**config.mk**
```make
export PLATFORM = sky130hd
export DESIGN_NAME = pid_heading_controller_unit
export DESIGN_NICKNAME = d
export VERILOG_FILES = /design/src/sv/pidh_pkg.sv /design/src/sv/pid_heading_controller_unit.sv /design/src/sv/pidh_state.sv
export SDC_FILE = /design/constraint.sdc
export NUM_CORES = 2
export LEC_CHECK = 0
export BUFFER_PORTS_ARGS = -buffer_cell sky130_fd_sc_hd__buf_2
export CORE_AREA = 2 2 419 421
export DETAILED_ROUTE_END_ITERATION = 6
export DIE_AREA = 0 0 421 423
export SKIP_LAST_GASP = 1
export SYNTH_ARGS = -nofsm -noshare
export SYNTH_HDL_FRONTEND = slang
export SYNTH_SLANG_ARGS = --single-unit
```
**constraint.sdc**
```tcl
create_clock -name clk -period 9.82 [get_ports clk]
set_input_delay 2.455 -clock clk [delete_from_list [all_inputs] [get_ports clk]]
set_output_delay 2.455 -clock clk [all_outputs]
set_load 0.005 [all_outputs]
```
**src/sv/pidh_pkg.sv**
```systemverilog
// Shared types and constants for the PID heading controller.
package pidh_pkg;

  localparam int ANGLE_W    = 23;
  localparam int ERR_W      = 24;
  localparam int DER_W      = 25;
  localparam int INTEG_W    = 32;
  localparam int GAIN_W     = 16;
  localparam int IZONE_W    = 22;
  localparam int BAND_W     = 16;
  localparam int COUNT_W    = 8;
  localparam int POWER_W    = 15;
  localparam int CFG_ADDR_W = 3;
  localparam int CFG_DATA_W = 23;

  localparam logic [COUNT_W-1:0] COUNT_MAX   = 8'd255;
  localparam int                 POWER_LIMIT = 10000;

  localparam logic signed [INTEG_W-1:0] INTEG_MAX = 32'sh7FFF_FFFF;
  localparam logic signed [INTEG_W-1:0] INTEG_MIN = 32'sh8000_0000;

  // Configuration register indexes
  typedef enum logic [CFG_ADDR_W-1:0] {
    REG_TARGET   = 3'd0,
    REG_GAIN_P   = 3'd1,
    REG_GAIN_I   = 3'd2,
    REG_GAIN_D   = 3'd3,
    REG_IZONE    = 3'd4,
    REG_BAND     = 3'd5,
    REG_PASSES   = 3'd6
  } cfg_idx_t;

  typedef struct packed {
    logic signed [ANGLE_W-1:0] target;
    logic [GAIN_W-1:0]         gain_p;
    logic [GAIN_W-1:0]         gain_i;
    logic [GAIN_W-1:0]         gain_d;
    logic [IZONE_W-1:0]        izone;
    logic [BAND_W-1:0]         band;
    logic [COUNT_W-1:0]        passes;
  } cfg_t;

  // Per-item terms handed from the state stage to the multiply stage
  typedef struct packed {
    logic signed [ERR_W-1:0]   err;
    logic signed [INTEG_W-1:0] integ;
    logic signed [DER_W-1:0]   der;
    logic                      active;
    logic                      done;
  } stage_t;

endpackage

```
**src/sv/pid_heading_controller_unit.sv**
```systemverilog
// Top level of the PID heading controller with integral zone and settle counter.
//
// Input channel in_*: one heading sample per item. in_tdata carries the measured
// heading (signed, hundredths of a degree); in_tuser carries new_turn, which
// clears error history, integral, settle count and done before the sample.
// Result channel out_*: one result per item with drive power (hundredths of a
// percent, saturated to +-10000), heading error and the done flag.
// Configuration: cfg_we writes cfg_wdata to the register at cfg_addr; the user
// must write only while no items are in flight, the block does not enforce it.
// Path: an item passes the input, state, product, sum and result registers in order.
// Throughput: one item per cycle while out_tready stays high; the state update
// (error, integral, count) is a single registered step, multiplies and the rounding
// sum follow in their own pipeline stages.
// Reset: configuration returns to its defaults, all controller state and
// pipeline valid flags clear.
// Stall: when out_tready is low the result holds and the pipeline fills up;
// in_tready drops only once every stage holds an item.
module pid_heading_controller_unit import pidh_pkg::*; #(
  parameter int GAIN_FRACTION_BITS = 8
) (
  input  logic                  clk,
  input  logic                  rst_n,
  input  logic                  in_tvalid,
  output logic                  in_tready,
  input  logic [23:0]           in_tdata,   // [22:0] measured_angle
  input  logic                  in_tuser,   // [0] new_turn
  output logic                  out_tvalid,
  input  logic                  out_tready,
  output logic [39:0]           out_tdata,  // [14:0] drive_power, [38:15] heading_error
  output logic                  out_tuser,  // [0] done_res
  input  logic                  cfg_we,
  input  logic [CFG_ADDR_W-1:0] cfg_addr,
  input  logic [CFG_DATA_W-1:0] cfg_wdata
);

  localparam int PP_W  = GAIN_W + 1 + ERR_W;
  localparam int PI_W  = GAIN_W + 1 + INTEG_W;
  localparam int PD_W  = GAIN_W + 1 + DER_W;
  localparam int SUM_W = PI_W + 2;
  localparam logic [SUM_W-1:0] HALF  = SUM_W'(1) << (GAIN_FRACTION_BITS - 1);
  localparam logic [SUM_W-1:0] LIMIT = SUM_W'(POWER_LIMIT);

  cfg_t cfg_r;

  logic v1_r, v2_r, v3_r, v4_r, vo_r;
  logic rdy1, rdy2, rdy3, rdy4, rdyo;

  logic signed [ANGLE_W-1:0] s1_meas_r;
  logic                      s1_nt_r;
  stage_t                    s2;

  logic signed [PP_W-1:0]  pp_r, pp_nxt;
  logic signed [PI_W-1:0]  pi_r, pi_nxt;
  logic signed [PD_W-1:0]  pd_r, pd_nxt;
  logic signed [ERR_W-1:0] s3_err_r, s4_err_r;
  logic                    s3_active_r, s4_active_r;
  logic                    s3_done_r, s4_done_r;

  logic signed [SUM_W-1:0] sum_r, sum_nxt;
  logic [SUM_W-1:0]        sum_mag, q;
  logic signed [POWER_W-1:0] power;

  logic signed [POWER_W-1:0] out_power_r;
  logic signed [ERR_W-1:0]   out_err_r;
  logic                      out_done_r;

  // Configuration registers
  always_ff @(posedge clk) begin
    if (!rst_n) begin
      cfg_r.target <= '0;
      cfg_r.gain_p <= 16'd184;
      cfg_r.gain_i <= 16'd0;
      cfg_r.gain_d <= 16'd31;
      cfg_r.izone  <= 22'd1000;
      cfg_r.band   <= 16'd100;
      cfg_r.passes <= 8'd3;
    end else if (cfg_we) begin
      unique case (cfg_idx_t'(cfg_addr))
        REG_TARGET: cfg_r.target <= cfg_wdata[ANGLE_W-1:0];
        REG_GAIN_P: cfg_r.gain_p <= cfg_wdata[GAIN_W-1:0];
        REG_GAIN_I: cfg_r.gain_i <= cfg_wdata[GAIN_W-1:0];
        REG_GAIN_D: cfg_r.gain_d <= cfg_wdata[GAIN_W-1:0];
        REG_IZONE:  cfg_r.izone  <= cfg_wdata[IZONE_W-1:0];
        REG_BAND:   cfg_r.band   <= cfg_wdata[BAND_W-1:0];
        REG_PASSES: cfg_r.passes <= cfg_wdata[COUNT_W-1:0];
        default: ;
      endcase
    end
  end

  // Stage readiness: a stage moves on when its successor is empty or moving
  assign rdyo      = !vo_r || out_tready;
  assign rdy4      = !v4_r || rdyo;
  assign rdy3      = !v3_r || rdy4;
  assign rdy2      = !v2_r || rdy3;
  assign rdy1      = !v1_r || rdy2;
  assign in_tready = rdy1;

  always_ff @(posedge clk) begin
    if (!rst_n) begin
      v1_r <= 1'b0;
      v2_r <= 1'b0;
      v3_r <= 1'b0;
      v4_r <= 1'b0;
      vo_r <= 1'b0;
    end else begin
      if (rdy1) v1_r <= in_tvalid;
      if (rdy2) v2_r <= v1_r;
      if (rdy3) v3_r <= v2_r;
      if (rdy4) v4_r <= v3_r;
      if (rdyo) vo_r <= v4_r;
    end
  end

  // Input register
  always_ff @(posedge clk) begin
    if (rdy1) begin
      s1_meas_r <= in_tdata[ANGLE_W-1:0];
      s1_nt_r   <= in_tuser;
    end
  end

  // State update
  pidh_state u_state (
    .clk      (clk),
    .rst_n    (rst_n),
    .en       (v1_r && rdy2),
    .new_turn (s1_nt_r),
    .meas     (s1_meas_r),
    .cfg      (cfg_r),
    .stage_r  (s2)
  );

  // Three gain products
  assign pp_nxt = $signed({1'b0, cfg_r.gain_p}) * s2.err;
  assign pi_nxt = $signed({1'b0, cfg_r.gain_i}) * s2.integ;
  assign pd_nxt = $signed({1'b0, cfg_r.gain_d}) * s2.der;

  always_ff @(posedge clk) begin
    if (rdy3) begin
      pp_r        <= pp_nxt;
      pi_r        <= pi_nxt;
      pd_r        <= pd_nxt;
      s3_err_r    <= s2.err;
      s3_active_r <= s2.active;
      s3_done_r   <= s2.done;
    end
  end

  // Exact sum of the products
  assign sum_nxt = {{(SUM_W-PP_W){pp_r[PP_W-1]}}, pp_r}
                 + {{(SUM_W-PI_W){pi_r[PI_W-1]}}, pi_r}
                 + {{(SUM_W-PD_W){pd_r[PD_W-1]}}, pd_r};

  always_ff @(posedge clk) begin
    if (rdy4) begin
      sum_r       <= sum_nxt;
      s4_err_r    <= s3_err_r;
      s4_active_r <= s3_active_r;
      s4_done_r   <= s3_done_r;
    end
  end

  // Round half away from zero, then saturate; inactive items give zero power
  assign sum_mag = sum_r[SUM_W-1] ? (-sum_r) : sum_r;
  assign q       = (sum_mag + HALF) >> GAIN_FRACTION_BITS;

  always_comb begin
    if (!s4_active_r) begin
      power = '0;
    end else if (q > LIMIT) begin
      power = sum_r[SUM_W-1] ? -POWER_W'(POWER_LIMIT) : POWER_W'(POWER_LIMIT);
    end else begin
      power = sum_r[SUM_W-1] ? -q[POWER_W-1:0] : q[POWER_W-1:0];
    end
  end

  // Result register
  always_ff @(posedge clk) begin
    if (rdyo) begin
      out_power_r <= power;
      out_err_r   <= s4_err_r;
      out_done_r  <= s4_done_r;
    end
  end

  assign out_tvalid = vo_r;
  assign out_tdata  = {1'b0, out_err_r, out_power_r};
  assign out_tuser  = out_done_r;

endmodule

```
**src/sv/pidh_state.sv**
```systemverilog
// Error, integral, derivative and settle-count state update for the heading controller.
module pidh_state import pidh_pkg::*; (
  input  logic                      clk,
  input  logic                      rst_n,
  input  logic                      en,
  input  logic                      new_turn,
  input  logic signed [ANGLE_W-1:0] meas,
  input  cfg_t                      cfg,
  output stage_t                    stage_r
);

  logic signed [ERR_W-1:0]   prev_r, prev_cur, prev_nxt;
  logic signed [INTEG_W-1:0] integ_r, integ_cur, integ_nxt;
  logic [COUNT_W-1:0]        count_r, count_cur, count_nxt, count_inc;
  logic                      fin_r, fin_cur, fin_nxt;

  logic signed [ERR_W-1:0]   err;
  logic [ERR_W-1:0]          err_mag;
  logic                      in_band, in_zone;
  logic signed [INTEG_W:0]   acc;
  logic signed [DER_W-1:0]   der;
  logic                      active;

  // Heading error and its magnitude
  assign err     = {cfg.target[ANGLE_W-1], cfg.target} - {meas[ANGLE_W-1], meas};
  assign err_mag = err[ERR_W-1] ? (-err) : err;
  assign in_band = err_mag < {{(ERR_W-BAND_W){1'b0}}, cfg.band};
  assign in_zone = err_mag < {{(ERR_W-IZONE_W){1'b0}}, cfg.izone};

  // new_turn clears history before this item is processed
  assign prev_cur  = new_turn ? '0 : prev_r;
  assign integ_cur = new_turn ? '0 : integ_r;
  assign count_cur = new_turn ? '0 : count_r;
  assign fin_cur   = new_turn ? 1'b0 : fin_r;

  assign count_inc = (count_cur == COUNT_MAX) ? count_cur : count_cur + 1'b1;
  assign acc = {integ_cur[INTEG_W-1], integ_cur}
             + {{(INTEG_W+1-ERR_W){err[ERR_W-1]}}, err};

  // Settle check, then integral and derivative while the turn runs
  always_comb begin
    prev_nxt  = prev_cur;
    integ_nxt = integ_cur;
    count_nxt = count_cur;
    fin_nxt   = fin_cur;
    der       = '0;
    active    = 1'b0;
    if (!fin_cur) begin
      if (in_band) begin
        count_nxt = count_inc;
        if (count_inc >= cfg.passes) fin_nxt = 1'b1;
      end
      if (!fin_nxt) begin
        active = 1'b1;
        if (in_zone) begin
          if (acc[INTEG_W] != acc[INTEG_W-1]) begin
            integ_nxt = acc[INTEG_W] ? INTEG_MIN : INTEG_MAX;
          end else begin
            integ_nxt = acc[INTEG_W-1:0];
          end
        end
        der      = {err[ERR_W-1], err} - {prev_cur[ERR_W-1], prev_cur};
        prev_nxt = err;
      end
    end
  end

  // Controller state
  always_ff @(posedge clk) begin
    if (!rst_n) begin
      prev_r  <= '0;
      integ_r <= '0;
      count_r <= '0;
      fin_r   <= 1'b0;
    end else if (en) begin
      prev_r  <= prev_nxt;
      integ_r <= integ_nxt;
      count_r <= count_nxt;
      fin_r   <= fin_nxt;
    end
  end

  // Terms for the multiply stage
  always_ff @(posedge clk) begin
    if (en) begin
      stage_r.err    <= err;
      stage_r.integ  <= integ_nxt;
      stage_r.der    <= der;
      stage_r.active <= active;
      stage_r.done   <= fin_nxt;
    end
  end

endmodule
```
Word level (Yosys, flattened, before mapping):

Cells that the tools add are included.

* add/sub/neg operators: 10
* multiply operators: 3
* $lt $le $gt $ge: 4
* equal/unequal tests: 8
* mux-type cells: 24
* reductions and logical operators: 20

Operators by type and width (count)
* 32-bit 2-to-1 mux: 6
* 24-bit 2-to-1 mux: 4
* 50-bit by 42-bit adder with 51-bit output: 1
* 51-bit by 8-bit adder with 51-bit output (second input constant): 1
* 51-bit 2-to-1 mux: 1
* 51-bit negation: 1
* 41-bit by 49-bit adder with 50-bit output: 1
* 17-bit by 32-bit multiplier with 49-bit output: 1
* 15-bit 2-to-1 mux: 3
* 43-bit by 14-bit greater-than comparator with 1-bit output (second input constant): 1
* 17-bit by 25-bit multiplier with 42-bit output: 1
* 17-bit by 24-bit multiplier with 41-bit output: 1
* 32-bit by 24-bit adder with 33-bit output: 1
* 8-bit 2-to-1 mux: 4
* 24-bit by 24-bit subtractor with 25-bit output: 1
* 24-bit by 16-bit less-than comparator with 1-bit output: 1
* 24-bit by 22-bit less-than comparator with 1-bit output: 1
* 24-bit negation: 1
* 23-bit by 23-bit subtractor with 24-bit output: 1
* 15-bit negation: 1
* 2-bit AND reduction: 7
* 3-bit equality test (second input constant): 3
* 8-bit by 1-bit adder with 8-bit output (second input constant): 1
* 8-bit equality test (second input constant): 1
* 10 further kinds: 24

* register bits after elaboration: 569
* output and inout bits: 43
* logic and storage cells: 105

Longest topological paths before layout:

* depth after elaboration: 9
* depth in mapped cells: 30
* depth with buffers taken out: 26

Hierarchy:

A second synthesis with hierarchy kept.

* cells, all modules: 8548
* area, all modules: 79062.1 sq um

By module, submodules not included
* pid_heading_controller_unit: instances 1, cells each 6999, area an instance 66154.7 sq um
* pidh_state: instances 1, cells each 1549, area an instance 12907.4 sq um

Worst setup path after synthesis:

Ideal clock, no wire load.

* path type: reg-to-reg
* from: reg cfg_r[54] (netlist name)
* to: reg pd_r[41], data pin
* library setup time: 260 ps
* arrival: 7141 ps
* slack: 2419 ps
* stages on the path, launching flop included: 29
* buffers on the path: 2
* period minus slack after synthesis: 7401 ps
* cell sequence: dfxtp_1 clkbuf_1 clkbuf_1 nand2_1 fa_1 inv_1 fa_1 inv_1 fa_1 inv_1 fa_1 fa_1 inv_1 fa_1 inv_1 ha_1 a21o_1 a2111oi_0 nand2b_1 o21ba_2 o2111a_1 o311a_1 o2111ai_1 a31oi_1 a41o_1 nor3_1 o21bai_1 a21oi_1 xnor2_1

* word-level cells in the longest chain between the ends: 1

Ends and longest elaborated chain
* start, declared: line pid_heading_controller_unit.sv:43 `cfg_t cfg_r;`
* 17-bit by 25-bit multiplier with 42-bit output: line pid_heading_controller_unit.sv:137 `assign pd_nxt = $signed({1'b0, cfg_r.gain_d}) * s2.der;`
* via pd_nxt[41]: line pid_heading_controller_unit.sv:54 `logic signed [PD_W-1:0] pd_r, pd_nxt;`
* end signal, assigned: line pid_heading_controller_unit.sv:143 `pd_r <= pd_nxt;`
* end, declared: line pid_heading_controller_unit.sv:54

The timed path passes the listed nets, and every way through them passes these cells.
A chain may end at the register's enable or synchronous reset.

Worst setup path in the final report:

* from: reg u_state.stage_r[66] (netlist name)
* to: reg pp_r[37], data pin

* word-level cells in the longest chain between the ends: 1

Ends and longest elaborated chain
* start, declared: line pidh_state.sv:9 `output stage_t stage_r`
* 17-bit by 24-bit multiplier with 41-bit output: line pid_heading_controller_unit.sv:135 `assign pp_nxt = $signed({1'b0, cfg_r.gain_p}) * s2.err;`
* via pp_nxt[37]: line pid_heading_controller_unit.sv:52 `logic signed [PP_W-1:0] pp_r, pp_nxt;`
* end signal, assigned: line pid_heading_controller_unit.sv:141 `pp_r <= pp_nxt;`
* end, declared: line pid_heading_controller_unit.sv:52

The timed path passes the listed nets, and every way through them passes these cells.

==> metrics.md <==
| Metric | Value |
|---|---|
| Setup TNS | `0 ns` |
| Slowest-stage cell, CP | `edfxtp_1` |
| WL final | `201.2 mm` |
| Ports | `99` |
| Postcts setup bufs | `0` |
| Worst Hold Endpoint | `s4_err_r[18]` |
| Crit-path leading delay family | `adder cells` |
| CTS tree | `done` |
| Fmax | `115.7 MHz` |
| TritonCTS Buffers | `71` |
| Max_cap viols | `0` |
| Via count | `56790` |
| DRC | `0` |
| Reg clk slew, reported paths | `0.06 ns` |
| CP max stage delay | `0.94 ns` |
| FF-to-FF setup slack | `1.17 ns` |
| DRT Pass-1 Iters | `6` |
| Number of flops mapped to enable cells by yosys | `382` |
| Initial DRC Count | `3865` |
| Total Nets Final | `10150` |
| Post-layout minimum cycle time | `8.647 ns` |
| Post-Syn Nets | `10230` |
| Fin crit share | `88.05%` |
| Synth area leaders | `fa_1 (34%), edfxtp_1 (15%), ha_1 (8.0%), inv_1 (7.9%), nand2_1 (5.8%)` |
| Die Wd | `421 µm` |
| RR Endpoint | `pp_r[37]` |
| Placed cell area | `80500 µm²` |
| PortBufs | `96` |
| Hold depth | `0` |
| Endpoint class of the critical path | `register` |
| Hold Path Class | `reg -> reg` |
| WL per Instance | `18.85 µm` |
| Clk_lat worst skew | `0.71 ns` |
| Unrepaired setup endpoints after global routing | `no` |
| Die height | `423 µm` |
| GRT overflow | `0` |
| Critical path peak fanout | `17` |
| Post-route cell area | `82950 µm²` |
| Via density per instance | `5.321` |
| Worst reg2reg path startpoint | `u_state.stage_r[66]` |
| Fin. max-slew vios | `0` |
| ANT nets after route | `0` |
| Critical Path Most Common Cell | `fa_1` |
| Number of library cell types mapped by synthesis | `110` |
| Critical path arrival | `9.03 ns` |
| FP Rows | `153` |
| Share of layout cells above drive strength 1 | `4.638%` |
| Pwr Density | `227.4 nW/µm²` |
| Dpl hpwl | `157.4 mm` |
| Post-synth top flop | `edfxtp_1` |
| Buffers and inverters on the worst path | `6` |
| CP startpoint kind | `register` |
| Worst-case clock buffer depth | `3` |
| Gpl congestion | `0.8872` |
| CP Class | `reg -> reg` |
| Async SR Flop Fraction | `0%` |
| Number of synthesis warnings | `0` |
| Worst Max-Slew Pin Slew | `1.293 ns` |
| Largest net degree at the start of global routing | `89` |
| Synth Instances | `8364` |
| Count leader, synth | `inv_1` |
| H-tree depth | `3` |
| Outcome | `completed` |
| Biggest area consumer among synthesized cells | `fa_1` |
| Finished Core Util | `47.88%` |
| #FFs+latches synth | `569` |
| Clk_skew | `0.05411 ns` |
| Syn Area/Cell | `9.289 µm²` |
| Area of the die | `178100 µm²` |
| Area Growth Syn to Fin | `6.764%` |
| CTS root buffer | `clkbuf_16` |
| Min-delay src | `s3_err_r[18]` |
| Number of global-route vias before repair | `59940` |
| Static leakage | `0.03981 µW` |
| Mapped cell area | `77690 µm²` |
| Core ar. | `173200 µm²` |
| Seq/Total Area, Yosys | `19.58%` |
| # setup viols final | `0` |
| Slew headroom | `13.69%` |
| Initial core utilization | `44.84%` |
| Initial antenna violation count | `15` |
| Synth top area share | `33.76%` |
| IR drop worst, VDD | `0.1987 mV` |
| CP cell instances | `nand2_1, fa_1, inv_1, fa_1, inv_1, fa_1, inv_1, fa_1, fa_1, inv_1, fa_1, inv_1, ha_1, nand4_1, o32ai_1, o21ai_0, a2111oi_0, buf_4, o311a_1, o21ai_0, a211o_1, a2111o_1, a31oi_1, xor2_1` |
| Synth cell count leaders | `inv_1 (1645), fa_1 (1310), nand2_1 (1202)` |
| First-pass GRT wire length | `328.4 mm` |
| CTS resizes | `0` |
| Worst Reg2Reg Path Length in Cells | `24` |
| Hold violation count in the final report | `0` |
| CTS sink cnt | `569` |
| Global router's overall resource usage | `23.33%` |
| CP required | `10.20 ns` |
| Cts hold-fix bufs | `0` |
## final cells by class
type | instances | area, µm²
fill | 16440 | 90300
clock buffer | 86 | 1906
sequential | 569 | 15220
multi-input combinational | 5814 | 55050
inverter | 1651 | 6207
antenna | 3 | 7.507
tap | 2325 | 2909
clock inverter | 44 | 535.5
timing repair buffer | 181 | 1119
## per-layer routing
metal | up-vias | track usage, % | part of all wire, %
met5 | - | 0 | 0
met1 | 28930 | 31.73 | 44
met2 | 1438 | 38.65 | 47
li1 | 26160 | - | -
met4 | 0 | 6.990 | 3.2
met3 | 274 | 3.362 | 5.9
## layout by cell type, fill, tap and decap left out, drive strengths merged, types with 99 or more instances in the layout
cell type,count
inv,1654
fa,1310
nand2,1203
and2,577
ha,496
edfxtp,382
a21oi,319
nor2,260
o21ai,225
xnor2,212
dfxtp,187
buf,181
a21o,110
xor2,99
## logic make-up (layout without fill, tap and decap cells)
logic type                 after synthesis  count (layout)  share of synthesized area, %
and+or+nand+nor                       2562            2562                         15.86
buffers and inverters                 1981            1962                         9.622
adders and majority gates             1806            1806                         41.74
AOI/OAI and AO/OA                     1112            1112                         9.366
DFF                                    569             569                         19.58
xor gates and xnor gates               311             311                         3.525
muxes                                   22              22                        0.2979
other                                    1               4                      0.004827
## how the worst max path moves through the flow
stage / cells after the start / to / slack [ns] / from
final: 24 / pp_r[37] / 1.17 / u_state.stage_r[66]
after global routing: 24 / pp_r[37] / 0.82 / u_state.stage_r[66]
after CTS: 24 / pp_r[37] / 1.16 / u_state.stage_r[66]
after detailed placement: 24 / pp_r[37] / 1.19 / u_state.stage_r[66]
after global placement: 24 / pp_r[37] / 1.21 / u_state.stage_r[66]
after floorplan: 28 / pd_r[41] / 2.42 / cfg_r[54]
## stage by stage
stage	std cells	setup WS (ns)	total power, µW	hold slack [ns]
after CTS	10670	1.162	19050	0.4160
after detailed placement	10540	1.190	16170	0.4045
after global placement	10540	1.209	15970	0.4028
after floorplan	8364	2.419	12840	0.4003
final	10670	1.173	18860	0.4153
after global routing	10670	0.8165	20670	0.4225
## state kept, by name, indices dropped and copies added (netlist names), 24 cells and up
name,flops
u_state.integ_r,32
out_err_r,24
u_state.stage_r,83
cfg_r,117
s3_err_r,24
pi_r,49
pp_r,41
sum_r,51
s4_err_r,24
pd_r,42
u_state.prev_r,24
## power by group
part | switching (µW) | internal, µW
clock network | 1190 | 1600
registers | 521 | 3580
logic | 7100 | 4880
total | 8810 | 10100
Note: power is estimated with default switching activity, not from simulation.
